**config.mk**
```make
export PLATFORM = sky130hd
export DESIGN_NAME = sorted_multiset_ladder_ops
export DESIGN_NICKNAME = d
export VERILOG_FILES = /design/src/rtl/core/smlo_pkg.sv /design/src/rtl/core/smlo_cell.sv /design/src/rtl/core/sorted_multiset_ladder_ops.sv
export SDC_FILE = /design/constraint.sdc
export NUM_CORES = 1
export LEC_CHECK = 0
export CAP_MARGIN = 20
export CORE_AREA = 2 2 191 193
export CTS_CLUSTER_DIAMETER = 50
export CTS_CLUSTER_SIZE = 20
export DETAILED_ROUTE_END_ITERATION = 7
export DIE_AREA = 0 0 193 195
export DONT_BUFFER_PORTS = 1
export PLACE_DENSITY = 0.87
export SYNTH_ARGS = -nofsm -noshare
export SYNTH_HDL_FRONTEND = slang
export SYNTH_SLANG_ARGS = --single-unit
```
**constraint.sdc**
```tcl
create_clock -name clk -period 8.8 [get_ports clk]
set_clock_uncertainty 0.2 [all_clocks]
set_input_delay 0 -clock clk [delete_from_list [all_inputs] [get_ports clk]]
set_output_delay 0 -clock clk [all_outputs]
set_load 0.02 [all_outputs]
```
**src/rtl/core/smlo_pkg.sv**
```systemverilog
`default_nettype none

package smlo_pkg;

	// Default geometry of the store
	localparam int SMLO_CAPACITY   = 16;
	localparam int SMLO_INDEX_BITS = 16;

	// Fixed field widths of the request and response words
	localparam int ORBITAL_W = 16;
	localparam int AMP_W     = 15;
	localparam int COUNT_W   = 5;

	// Amplitude lookup covers multiplicities 0 to 64
	localparam int AMP_IDX_W  = 7;
	localparam int AMP_DEPTH  = 65;
	localparam logic [COUNT_W-1:0] COUNT_MAX = '1;

	// round(4096 * sqrt(m)), saturated to the field
	localparam logic [AMP_W-1:0] AMP_TABLE [0:AMP_DEPTH-1] = '{
		15'd0,     15'd4096,  15'd5793,  15'd7094,  15'd8192,
		15'd9159,  15'd10033, 15'd10837, 15'd11585, 15'd12288,
		15'd12953, 15'd13585, 15'd14189, 15'd14768, 15'd15326,
		15'd15864, 15'd16384, 15'd16888, 15'd17378, 15'd17854,
		15'd18318, 15'd18770, 15'd19212, 15'd19644, 15'd20066,
		15'd20480, 15'd20886, 15'd21283, 15'd21674, 15'd22058,
		15'd22435, 15'd22806, 15'd23170, 15'd23530, 15'd23884,
		15'd24232, 15'd24576, 15'd24915, 15'd25249, 15'd25580,
		15'd25905, 15'd26227, 15'd26545, 15'd26859, 15'd27170,
		15'd27477, 15'd27780, 15'd28081, 15'd28378, 15'd28672,
		15'd28963, 15'd29251, 15'd29537, 15'd29819, 15'd30099,
		15'd30377, 15'd30652, 15'd30924, 15'd31194, 15'd31462,
		15'd31727, 15'd31991, 15'd32252, 15'd32511, 15'd32767
	};

	// Update command broadcast to every cell in the row
	typedef struct packed {
		logic ins;
		logic del;
	} smlo_upd_t;

	// Clamp a count to the 5-bit response field
	function automatic logic [COUNT_W-1:0] sat_count(input logic [AMP_IDX_W-1:0] v);
		logic [COUNT_W-1:0] r;
		if (v > AMP_IDX_W'(COUNT_MAX)) begin
			r = COUNT_MAX;
		end else begin
			r = v[COUNT_W-1:0];
		end
		return r;
	endfunction

endpackage

`default_nettype wire

```
**src/rtl/core/smlo_cell.sv**
```systemverilog
`default_nettype none

module smlo_cell #(
	parameter int INDEX_BITS = 16
) (
	input  wire                   clk,
	input  wire                   arst_n,
	input  wire                   cmp_en,
	input  wire                   occupied,
	input  wire  [INDEX_BITS-1:0] idx_s1,
	input  wire  [INDEX_BITS-1:0] idx_s2,
	input  smlo_pkg::smlo_upd_t   upd,
	input  wire                   le_prev,
	input  wire                   le_next,
	input  wire  [INDEX_BITS-1:0] entry_prev,
	input  wire  [INDEX_BITS-1:0] entry_next,
	output logic [INDEX_BITS-1:0] entry,
	output logic                  le,
	output logic                  eq
);
	import smlo_pkg::*;

	logic [INDEX_BITS-1:0] entry_q;
	logic                  le_s2;
	logic                  eq_s2;
	logic [INDEX_BITS-1:0] entry_d;

	// Capture compare flags against the broadcast index
	always_ff @(posedge clk or negedge arst_n) begin
		if (!arst_n) begin
			le_s2 <= 1'b0;
			eq_s2 <= 1'b0;
		end else if (cmp_en) begin
			le_s2 <= occupied && (entry_q <= idx_s1);
			eq_s2 <= occupied && (entry_q == idx_s1);
		end
	end

	// Insert: keep below the slot, drop the index in, shift up above it.
	// Remove: keep below the last equal copy, pull from the right neighbor.
	always_comb begin
		entry_d = entry_q;
		if (upd.ins) begin
			if (le_s2) begin
				entry_d = entry_q;
			end else if (le_prev) begin
				entry_d = idx_s2;
			end else begin
				entry_d = entry_prev;
			end
		end else if (upd.del) begin
			if (le_next) begin
				entry_d = entry_q;
			end else begin
				entry_d = entry_next;
			end
		end
	end

	always_ff @(posedge clk) begin
		entry_q <= entry_d;
	end

	assign entry = entry_q;
	assign le    = le_s2;
	assign eq    = eq_s2;

endmodule

`default_nettype wire

```
**src/rtl/core/sorted_multiset_ladder_ops.sv**
```systemverilog
`default_nettype none

// Sorted multiset of orbital indices held in a row of CAPACITY cells, one
// entry per cell in ascending order. A request word is taken when req_ready
// is high, which it is whenever no earlier word is still in the row. A word
// passes the index register, the compare stage in the cells and the update
// stage that shifts the row and loads the response register, and the next
// word is taken only after the previous one has left the update stage. A
// response left waiting on rsp_ready holds the update stage, and with it the
// next word.
// A create on a full store changes nothing and reports overflow; an annihilate
// of an absent index empties the store and reports vanished. Orbital bits
// above INDEX_BITS are ignored.
module sorted_multiset_ladder_ops #(
	parameter int CAPACITY   = smlo_pkg::SMLO_CAPACITY,
	parameter int INDEX_BITS = smlo_pkg::SMLO_INDEX_BITS
) (
	input  wire                            clk,
	input  wire                            arst_n,
	input  wire                            req_valid,
	output logic                           req_ready,
	input  wire                            mode,
	input  wire  [smlo_pkg::ORBITAL_W-1:0] orbital,
	output logic                           rsp_valid,
	input  wire                            rsp_ready,
	output logic [smlo_pkg::AMP_W-1:0]     amplitude,
	output logic [smlo_pkg::COUNT_W-1:0]   multiplicity,
	output logic [smlo_pkg::COUNT_W-1:0]   occupancy,
	output logic                           vanished,
	output logic                           overflow
);
	import smlo_pkg::*;

	localparam int FILL_W = $clog2(CAPACITY + 1);

	logic                  s1_v_q;
	logic                  s2_v_q;
	logic                  mode_s1;
	logic                  mode_s2;
	logic [INDEX_BITS-1:0] idx_s1;
	logic [INDEX_BITS-1:0] idx_s2;
	logic [FILL_W-1:0]     fill_q;

	logic [INDEX_BITS-1:0] entry_w [CAPACITY];
	logic [CAPACITY-1:0]   le_w;
	logic [CAPACITY-1:0]   eq_w;

	logic                  req_fire;
	logic                  s2_fire;
	smlo_upd_t             upd;

	logic [FILL_W-1:0]     eq_cnt;
	logic [FILL_W-1:0]     mult_d;
	logic [FILL_W-1:0]     fill_d;
	logic                  vanished_d;
	logic                  overflow_d;

	logic                  rsp_v_q;
	logic [AMP_W-1:0]      amplitude_q;
	logic [COUNT_W-1:0]    multiplicity_q;
	logic [COUNT_W-1:0]    occupancy_q;
	logic                  vanished_q;
	logic                  overflow_q;

	assign req_ready = !s1_v_q && !s2_v_q;
	assign req_fire  = req_valid && req_ready;
	assign s2_fire   = s2_v_q && (!rsp_v_q || rsp_ready);

	// Advance the word through the index and compare stages
	always_ff @(posedge clk or negedge arst_n) begin
		if (!arst_n) begin
			s1_v_q <= 1'b0;
			s2_v_q <= 1'b0;
		end else begin
			s1_v_q <= req_fire;
			if (s1_v_q) begin
				s2_v_q <= 1'b1;
			end else if (s2_fire) begin
				s2_v_q <= 1'b0;
			end
		end
	end

	always_ff @(posedge clk) begin
		if (req_fire) begin
			mode_s1 <= mode;
			idx_s1  <= orbital[INDEX_BITS-1:0];
		end
		if (s1_v_q) begin
			mode_s2 <= mode_s1;
			idx_s2  <= idx_s1;
		end
	end

	// Count equal copies from the registered flags
	always_comb begin
		eq_cnt = '0;
		for (int k = 0; k < CAPACITY; k++) begin
			eq_cnt = eq_cnt + FILL_W'(eq_w[k]);
		end
	end

	// Decide the outcome of the word in the update stage
	always_comb begin
		upd        = '0;
		mult_d     = '0;
		fill_d     = fill_q;
		vanished_d = 1'b0;
		overflow_d = 1'b0;
		if (mode_s2) begin
			if (fill_q == FILL_W'(CAPACITY)) begin
				overflow_d = 1'b1;
			end else begin
				upd.ins = s2_fire;
				mult_d  = eq_cnt + FILL_W'(1);
				fill_d  = fill_q + FILL_W'(1);
			end
		end else begin
			if (eq_cnt == '0) begin
				vanished_d = 1'b1;
				fill_d     = '0;
			end else begin
				upd.del = s2_fire;
				mult_d  = eq_cnt;
				fill_d  = fill_q - FILL_W'(1);
			end
		end
	end

	always_ff @(posedge clk or negedge arst_n) begin
		if (!arst_n) begin
			fill_q <= '0;
		end else if (s2_fire) begin
			fill_q <= fill_d;
		end
	end

	// Row of cells, each talking only to its two neighbors
	for (genvar k = 0; k < CAPACITY; k++) begin : g_cell
		logic                  le_prev;
		logic                  le_next;
		logic [INDEX_BITS-1:0] entry_prev;
		logic [INDEX_BITS-1:0] entry_next;

		if (k == 0) begin : g_first
			assign le_prev    = 1'b1;
			assign entry_prev = idx_s2;
		end else begin : g_inner_prev
			assign le_prev    = le_w[k-1];
			assign entry_prev = entry_w[k-1];
		end

		if (k == CAPACITY - 1) begin : g_last
			assign le_next    = 1'b0;
			assign entry_next = entry_w[k];
		end else begin : g_inner_next
			assign le_next    = le_w[k+1];
			assign entry_next = entry_w[k+1];
		end

		smlo_cell #(
			.INDEX_BITS(INDEX_BITS)
		) u_cell (
			.clk        (clk),
			.arst_n     (arst_n),
			.cmp_en     (s1_v_q),
			.occupied   (fill_q > FILL_W'(k)),
			.idx_s1     (idx_s1),
			.idx_s2     (idx_s2),
			.upd        (upd),
			.le_prev    (le_prev),
			.le_next    (le_next),
			.entry_prev (entry_prev),
			.entry_next (entry_next),
			.entry      (entry_w[k]),
			.le         (le_w[k]),
			.eq         (eq_w[k])
		);
	end

	// Hold the response word until it is taken
	always_ff @(posedge clk or negedge arst_n) begin
		if (!arst_n) begin
			rsp_v_q <= 1'b0;
		end else if (s2_fire) begin
			rsp_v_q <= 1'b1;
		end else if (rsp_ready) begin
			rsp_v_q <= 1'b0;
		end
	end

	always_ff @(posedge clk) begin
		if (s2_fire) begin
			amplitude_q    <= AMP_TABLE[AMP_IDX_W'(mult_d)];
			multiplicity_q <= sat_count(AMP_IDX_W'(mult_d));
			occupancy_q    <= sat_count(AMP_IDX_W'(fill_d));
			vanished_q     <= vanished_d;
			overflow_q     <= overflow_d;
		end
	end

	assign rsp_valid    = rsp_v_q;
	assign amplitude    = amplitude_q;
	assign multiplicity = multiplicity_q;
	assign occupancy    = occupancy_q;
	assign vanished     = vanished_q;
	assign overflow     = overflow_q;

endmodule

`default_nettype wire
```
======== Yosys cells after proc, flatten, opt, wreduce, memory -nomap -nowiden ========
Memory sizes are Yosys's and may differ from the RTL's. A register that Yosys moved wholly into a read port is not among the register bits.
Index checks and enable logic that the tools add are counted.
cells by class
  muxes and demuxes ....................... 91
  add/subtract/negate cells ............... 18
  magnitude comparators ................... 32
  eq/ne operators ......................... 47
  div/mod/pow operators ................... 0
  bitwise logic cells ..................... 2
  shift operators ......................... 0
  reduce and logical (&&, ||, !) cells .... 59
  $mul .................................... 0
operators with widths
  operator                                            count
  2-to-1 mux 16 bit                                   75
  == test 16 bit                                      16
  less-or-equal comparator 16 bit                     16
  inequality test 2 bit, second input constant        30
  adder 5 x 1 -> 5 bit                                11
  AND reduction 3 bit                                 15
  > comparator 5 x 4 -> 1 bit, second input constant  8
  logical AND 1 bit                                   35
  2-to-1 mux 5 bit                                    6
  > comparator 5 x 3 -> 1 bit, second input constant  4
  adder 5 x 1 -> 5 bit, second input constant         2
  > comparator 5 x 1 -> 1 bit, second input constant  2
  > comparator 5 x 2 -> 1 bit, second input constant  2
  2-to-1 mux 1 bit                                    10
  NOT 5 -> 8 bit                                      1
  nonzero test 2 bit                                  3
  adder 4 x 1 -> 5 bit                                1
  == test 5 bit, second input constant                1
  logical NOT 5 bit                                   1
  subtractor 5 x 1 -> 5 bit, second input constant    1
  adder 3 x 1 -> 4 bit                                1
  adder 2 x 1 -> 3 bit                                1
  logical NOT 1 bit                                   3
  adder 1 x 1 -> 2 bit                                1
  3 further kinds                                     3
word-level totals
  output and inout port bits .............. 29
  memory bits (writable) .................. 0
  input port bits ......................... 21
  latch bits .............................. 0
  bits in registers ....................... 342
  memories kept ........................... 1
  ROM bits ................................ 1920
  word-level logic and storage cells ...... 310
memories
  name             depth  width  read ports  clocked after Yosys merged registers in  wr ports  line                               text
  (no name shown)  128    15     1           1                                        0         sorted_multiset_ladder_ops.sv:194  amplitude_q <= AMP_TABLE[AMP_IDX_W'(mult_d)];

======== Longest topological paths before layout ========
  depth in word-level cells ............... 20
  mapped depth ............................ 19
  mapped depth without buffers ............ 19

======== Cells and area by module ========
From an unflattened synthesis, not the netlist that was laid out.
second synthesis, totals
  cells, all modules ...................... 2582
  area, all modules ....................... 24942.7 sq um
modules (own cells, without submodules)
  module                            cells an instance  area an instance (sq um)  times used  sequential area each (sq um)
  smlo_cell (g_cell[0].u_cell ...)  140                1318.8                    15          530.5
  sorted_multiset_ladder_ops        343                3849.9                    1           2001.9
  smlo_cell (g_cell[2].u_cell)      139                1311.3                    1           530.5

======== Worst setup path before layout ========
OpenSTA, ideal clock, no wires.
  path type ............................... register to register
  start ................................... register g_cell[0].u_cell.eq_s2
  end ..................................... register g_cell[0].u_cell.entry_q[0] (enable)
  path slack .............................. 3.349 ns
  stages on the path, launching flop included .. 15
  period minus slack after synthesis ...... 5.451 ns
  arrival time ............................ 4.856 ns
  path buffers ............................ 1
  path through ............................ dfrtp_1 > inv_1 > fa_1 > fa_1 > fa_1 > fa_1 > inv_1 > ha_1 > a211oi_2 > nor3b_2 > o221ai_1 > and2b_1 > nand2_1 > buf_4 > o22ai_1
on the way
  longest elaborated chain between the ends .. 20
ends and longest elaborated chain
  element                             line                               text
  from (decl)                         smlo_cell.sv:25                    logic eq_s2;
  from (signal assigned)              smlo_cell.sv:35                    eq_s2 <= occupied && (entry_q == idx_s1);
  adder 1 x 1 -> 2 bit                sorted_multiset_ladder_ops.sv:99   eq_cnt = eq_cnt + FILL_W'(eq_w[k]);
  adder 2 x 1 -> 3 bit                sorted_multiset_ladder_ops.sv:99
  adder 3 x 1 -> 4 bit                sorted_multiset_ladder_ops.sv:99
  adder 4 x 1 -> 5 bit                sorted_multiset_ladder_ops.sv:99
  adder 5 x 1 -> 5 bit (11 in a row)  sorted_multiset_ladder_ops.sv:99
  logical NOT 5 bit                   sorted_multiset_ladder_ops.sv:119  if (eq_cnt == '0) begin
  2-to-1 mux 1 bit                    sorted_multiset_ladder_ops.sv:119
  2-to-1 mux 1 bit                    sorted_multiset_ladder_ops.sv:110  if (mode_s2) begin
  nonzero test 2 bit (no line)        --
  AND reduction 3 bit (no line)       --
  to (signal assigned)                smlo_cell.sv:61                    entry_q <= entry_d;
  to (decl)                           smlo_cell.sv:23                    logic [INDEX_BITS-1:0] entry_q;
Every way passes these cells.
A chain may end at the register's enable or synchronous reset.

======== Final worst setup path ========
  start ................................... register g_cell[1].u_cell.eq_s2
  end ..................................... register g_cell[3].u_cell.entry_q[0] (enable)
on the way
  longest elaborated chain between the ends .. 20
ends and longest elaborated chain
  element                             line
  from (decl)                         smlo_cell.sv:25
  from (signal assigned)              smlo_cell.sv:35
  adder 1 x 1 -> 2 bit                sorted_multiset_ladder_ops.sv:99
  adder 2 x 1 -> 3 bit                sorted_multiset_ladder_ops.sv:99
  adder 3 x 1 -> 4 bit                sorted_multiset_ladder_ops.sv:99
  adder 4 x 1 -> 5 bit                sorted_multiset_ladder_ops.sv:99
  adder 5 x 1 -> 5 bit (11 in a row)  sorted_multiset_ladder_ops.sv:99
  logical NOT 5 bit                   sorted_multiset_ladder_ops.sv:119
  2-to-1 mux 1 bit                    sorted_multiset_ladder_ops.sv:119
  2-to-1 mux 1 bit                    sorted_multiset_ladder_ops.sv:110
  nonzero test 2 bit (no line)        --
  AND reduction 3 bit (no line)       --
  to (signal assigned)                smlo_cell.sv:61
  to (decl)                           smlo_cell.sv:23
Every way passes these cells.

==> out/results.ini <==
[setup_path]
crit_chain=inv_1 -> fa_1 -> fa_1 -> fa_1 -> fa_1 -> inv_1 -> ha_1 -> a211oi_2 -> nor3b_2 -> o221ai_1 -> and2b_1 -> nand2_1 -> o22ai_1 -> buf_4
arrival_ps=6290
r2r-start=g_cell[1].u_cell.eq$_DFFE_PN0P_
crit_buf_inv=3
critPathSlowestCell=o22ai_1
crit_family=adder cells
worst_ep_required_time_ps=8880
reg2reg_to=g_cell[3].u_cell.entry[0]$_DFFE_PP_
end_kind=flop
crit_path_frequent_cell=fa_1
slowest_delay_ps=1010
cp_max_fo=16
worstSetupPathType=flop to flop
rrSetupSlack_ps=2590
cp-start-kind=flop
rr_worst_depth=14

[detailed_routing]
drt.antenna.violating_nets=0
drt_pre_antenna_iters=6
routed_wl_um=69800
remaining_drc_errors=0
post_drt_wl_per_cell_um=26.0
initialDrtViolationCount=2242
vias_per_cell=6.93
dr_total_vias=18600

[layout]
antennaDiodeCount=0
fillers=2374
syn2layout_area_growth_pct=9.17
finalCoreUtilization=0.726
drive_gt1_frac=0.0764
nets=2503
stdcell_count=2687

[sta]
fin_setup_tns_ps=0
period_share=0.706
worst_pin_slew_ps=1170
hold_viol=0
fin_hold_ws_ps=73.6
relSlewSlack=0.221
finalMaxSlewViolations=0
setup_viol_count_final=0
post-route-min-period_ps=6210
rsz0062_at_grt=false
fmax_mhz=161

[logic_synthesis]
synth_edf_count=316
ys_types=88
ys_seq_elements=356
synthesis.instances=2196
avgSynthCellArea_um2=10.7
synthesis.nets=2503
synth-warning-count=0
seq_area_frac_synth=0.445
synth_area_um2=23500
ys.flop_type=edfxtp_1
async_flop_share=0.112

[grt]
grt_pass1_vias=19200
grt_max_degree=124
antenna_found_initial=1
gr-total-overflow=0
grt_usage=0.377
grt_pass1_wl_um=108000

[floorplanning]
ios=50
start_util=0.665
die_h_um=195
die_area_um2=37600
row_count=69
coreArea_um2=35400
die_x_um=193

[pwr]
powerDensity_nw_per_um2=246
switching_share=0.373
combPwrFrac=0.287
leakagePower_nw=10.6
power_frac_clock=0.267
max-vdd-ir-drop_mv=0.298
p_int_mw=3.97
power.total_mw=6.33
p_seq_frac=0.446
p_switching_mw=2.36

[placement]
hpwl_um=48700
io_buffer_count=0
dp.cells=2574
gp_congestion=0.928

[cts]
cts_buffers=38
cts_tree=built
insertion_delay_ps=590
post_cts.repair.setup_buffers=0
post_cts_resized=0
cts.reportedPaths.clkPinSlew_ps=70
clockBufferDepth=3
htreeDepth=2
clock-sinks=356
cts-root-buf=clkbuf_16

[worst_hold_path]
min_from=req_valid
hold_path_end=s1_v_q$_DFF_PN0_
hold_path_class=primary input to flop
hold_depth=2

[status]
outcome=completed

[job]
drv_cap=0

-- cells by family after synthesis --
family,share of synthesized area
fa+ha+maj,0.155
compound gates,0.149
simple gates,0.101
xor+xnor,0.00250
flops,0.445
buf+inv,0.0342
mux,0.113
-- synthesized netlist by cell type (5+ instances only) --
cell type,n,area share
edfxtp_1,316,0.40
o21ai_0,311,0.066
nand2_1,283,0.045
ha_1,276,0.15
mux2i_1,228,0.097
clkbuf_1,85,0.014
a21oi_1,77,0.016
inv_1,74,0.012
nand4_1,57,0.015
a21o_1,44,0.014
nor2_1,42,0.0067
dfrtp_1,40,0.043
mux2_2,33,0.016
nor2b_1,29,0.0077
buf_2,28,0.0060
o21a_1,27,0.0086
nor3_1,26,0.0055
o211ai_1,22,0.0070
nand3_1,20,0.0043
o22ai_1,17,0.0045
a21boi_0,10,0.0032
fa_1,10,0.0085
a211oi_1,9,0.0029
a32oi_1,7,0.0026
nand2b_1,7,0.0019
nor4_1,6,0.0016
a211o_1,5,0.0019
a22oi_1,5,0.0016
a31oi_1,5,0.0013
and2_1,5,0.0013
and3_1,5,0.0013
or4_1,5,0.0016
-- placed cells by master, fill, tap and decap left out, drive strengths merged, types with 33 or more instances in the layout --
cell type      n
edfxtp       316
o21ai        314
nand2        284
ha           276
mux2i        228
inv           86
a21oi         77
nand4         57
clkbuf        46
a21o          44
nor2          43
buf           41
dfrtp         40
dlygate4sd3   39
mux2          33
-- area by class of cell --
class                           instances  area (um2)  area share
Clock inverter                         25         239     0.00930
Inverter                               77         294      0.0114
Sequential cell                       356       10500       0.408
Tap cell                              461         577      0.0224
Multi-Input combinational cell       1642       12300       0.477
Timing Repair Buffer                   81         783      0.0305
Clock buffer                           45        1060      0.0413
-- state kept, by name, indices dropped and copies added, names as in the netlist --
signal,count
overflow,1
amplitude,15
mode_s2,1
idx_s1,16
vanished,1
g_cell.entry_prev,16
g_cell.u_cell.entry,256
s1_v_q,1
multiplicity,4
fill_q,5
mode_s1,1
g_cell.u_cell.le,16
s2_v_q,1
occupancy,5
rsp_valid,1
g_cell.u_cell.eq,16
-- how the worst max path moves through the flow --
stage	startpoint	endpoint	cells after the start
after global routing	g_cell[1].u_cell.eq$_DFFE_PN0P_	g_cell[3].u_cell.entry[0]$_DFFE_PP_	14
after floorplan	g_cell[0].u_cell.eq$_DFFE_PN0P_	g_cell[0].u_cell.entry[0]$_DFFE_PP_	14
final	g_cell[1].u_cell.eq$_DFFE_PN0P_	g_cell[3].u_cell.entry[0]$_DFFE_PP_	14
after global placement	g_cell[0].u_cell.eq$_DFFE_PN0P_	g_cell[3].u_cell.entry[1]$_DFFE_PP_	14
after CTS	g_cell[1].u_cell.eq$_DFFE_PN0P_	g_cell[3].u_cell.entry[0]$_DFFE_PP_	14
after detailed placement	g_cell[1].u_cell.eq$_DFFE_PN0P_	g_cell[3].u_cell.entry[2]$_DFFE_PP_	14
-- per-layer routing --
metal | up-vias | track usage | part of all wire
li1 | 8271 | - | -
met1 | 8910 | 0.464 | 0.37
met2 | 1127 | 0.582 | 0.45
met3 | 324 | 0.0834 | 0.097
met4 | 2 | 0.279 | 0.079
met5 | - | 0 | 0.00013
-- metrics by stage --
step | setup slack [ps] | cell area, um2
after floorplan | 3350 | 23500
after global placement | 2830 | 23900
after detailed placement | 2680 | 23900
after CTS | 2630 | 25700
after global routing | 2330 | 25700
final | 2590 | 25700
-- power by group through the flow --
stage | clock [mW] | sequential [mW] | combinational [mW]
4_1_cts | 1.69 | 2.79 | 1.76
5_1_grt | 1.76 | 2.85 | 1.99
6_report | 1.69 | 2.82 | 1.82
3_5_place_dp | 0 | 2.82 | 1.72
3_3_place_gp | 0 | 2.81 | 1.63
2_1_floorplan | 0 | 2.40 | 1.55
-- repair_timing --
| action | 4_1_cts | 5_1_grt |
|---|---|---|
| endpoints found under the hold margin | 60 | 0 |
| endpoints found under the setup margin | 0 | 0 |
| hold buffers | 41 | 0 |
Note: power is estimated with default switching activity, not from simulation.
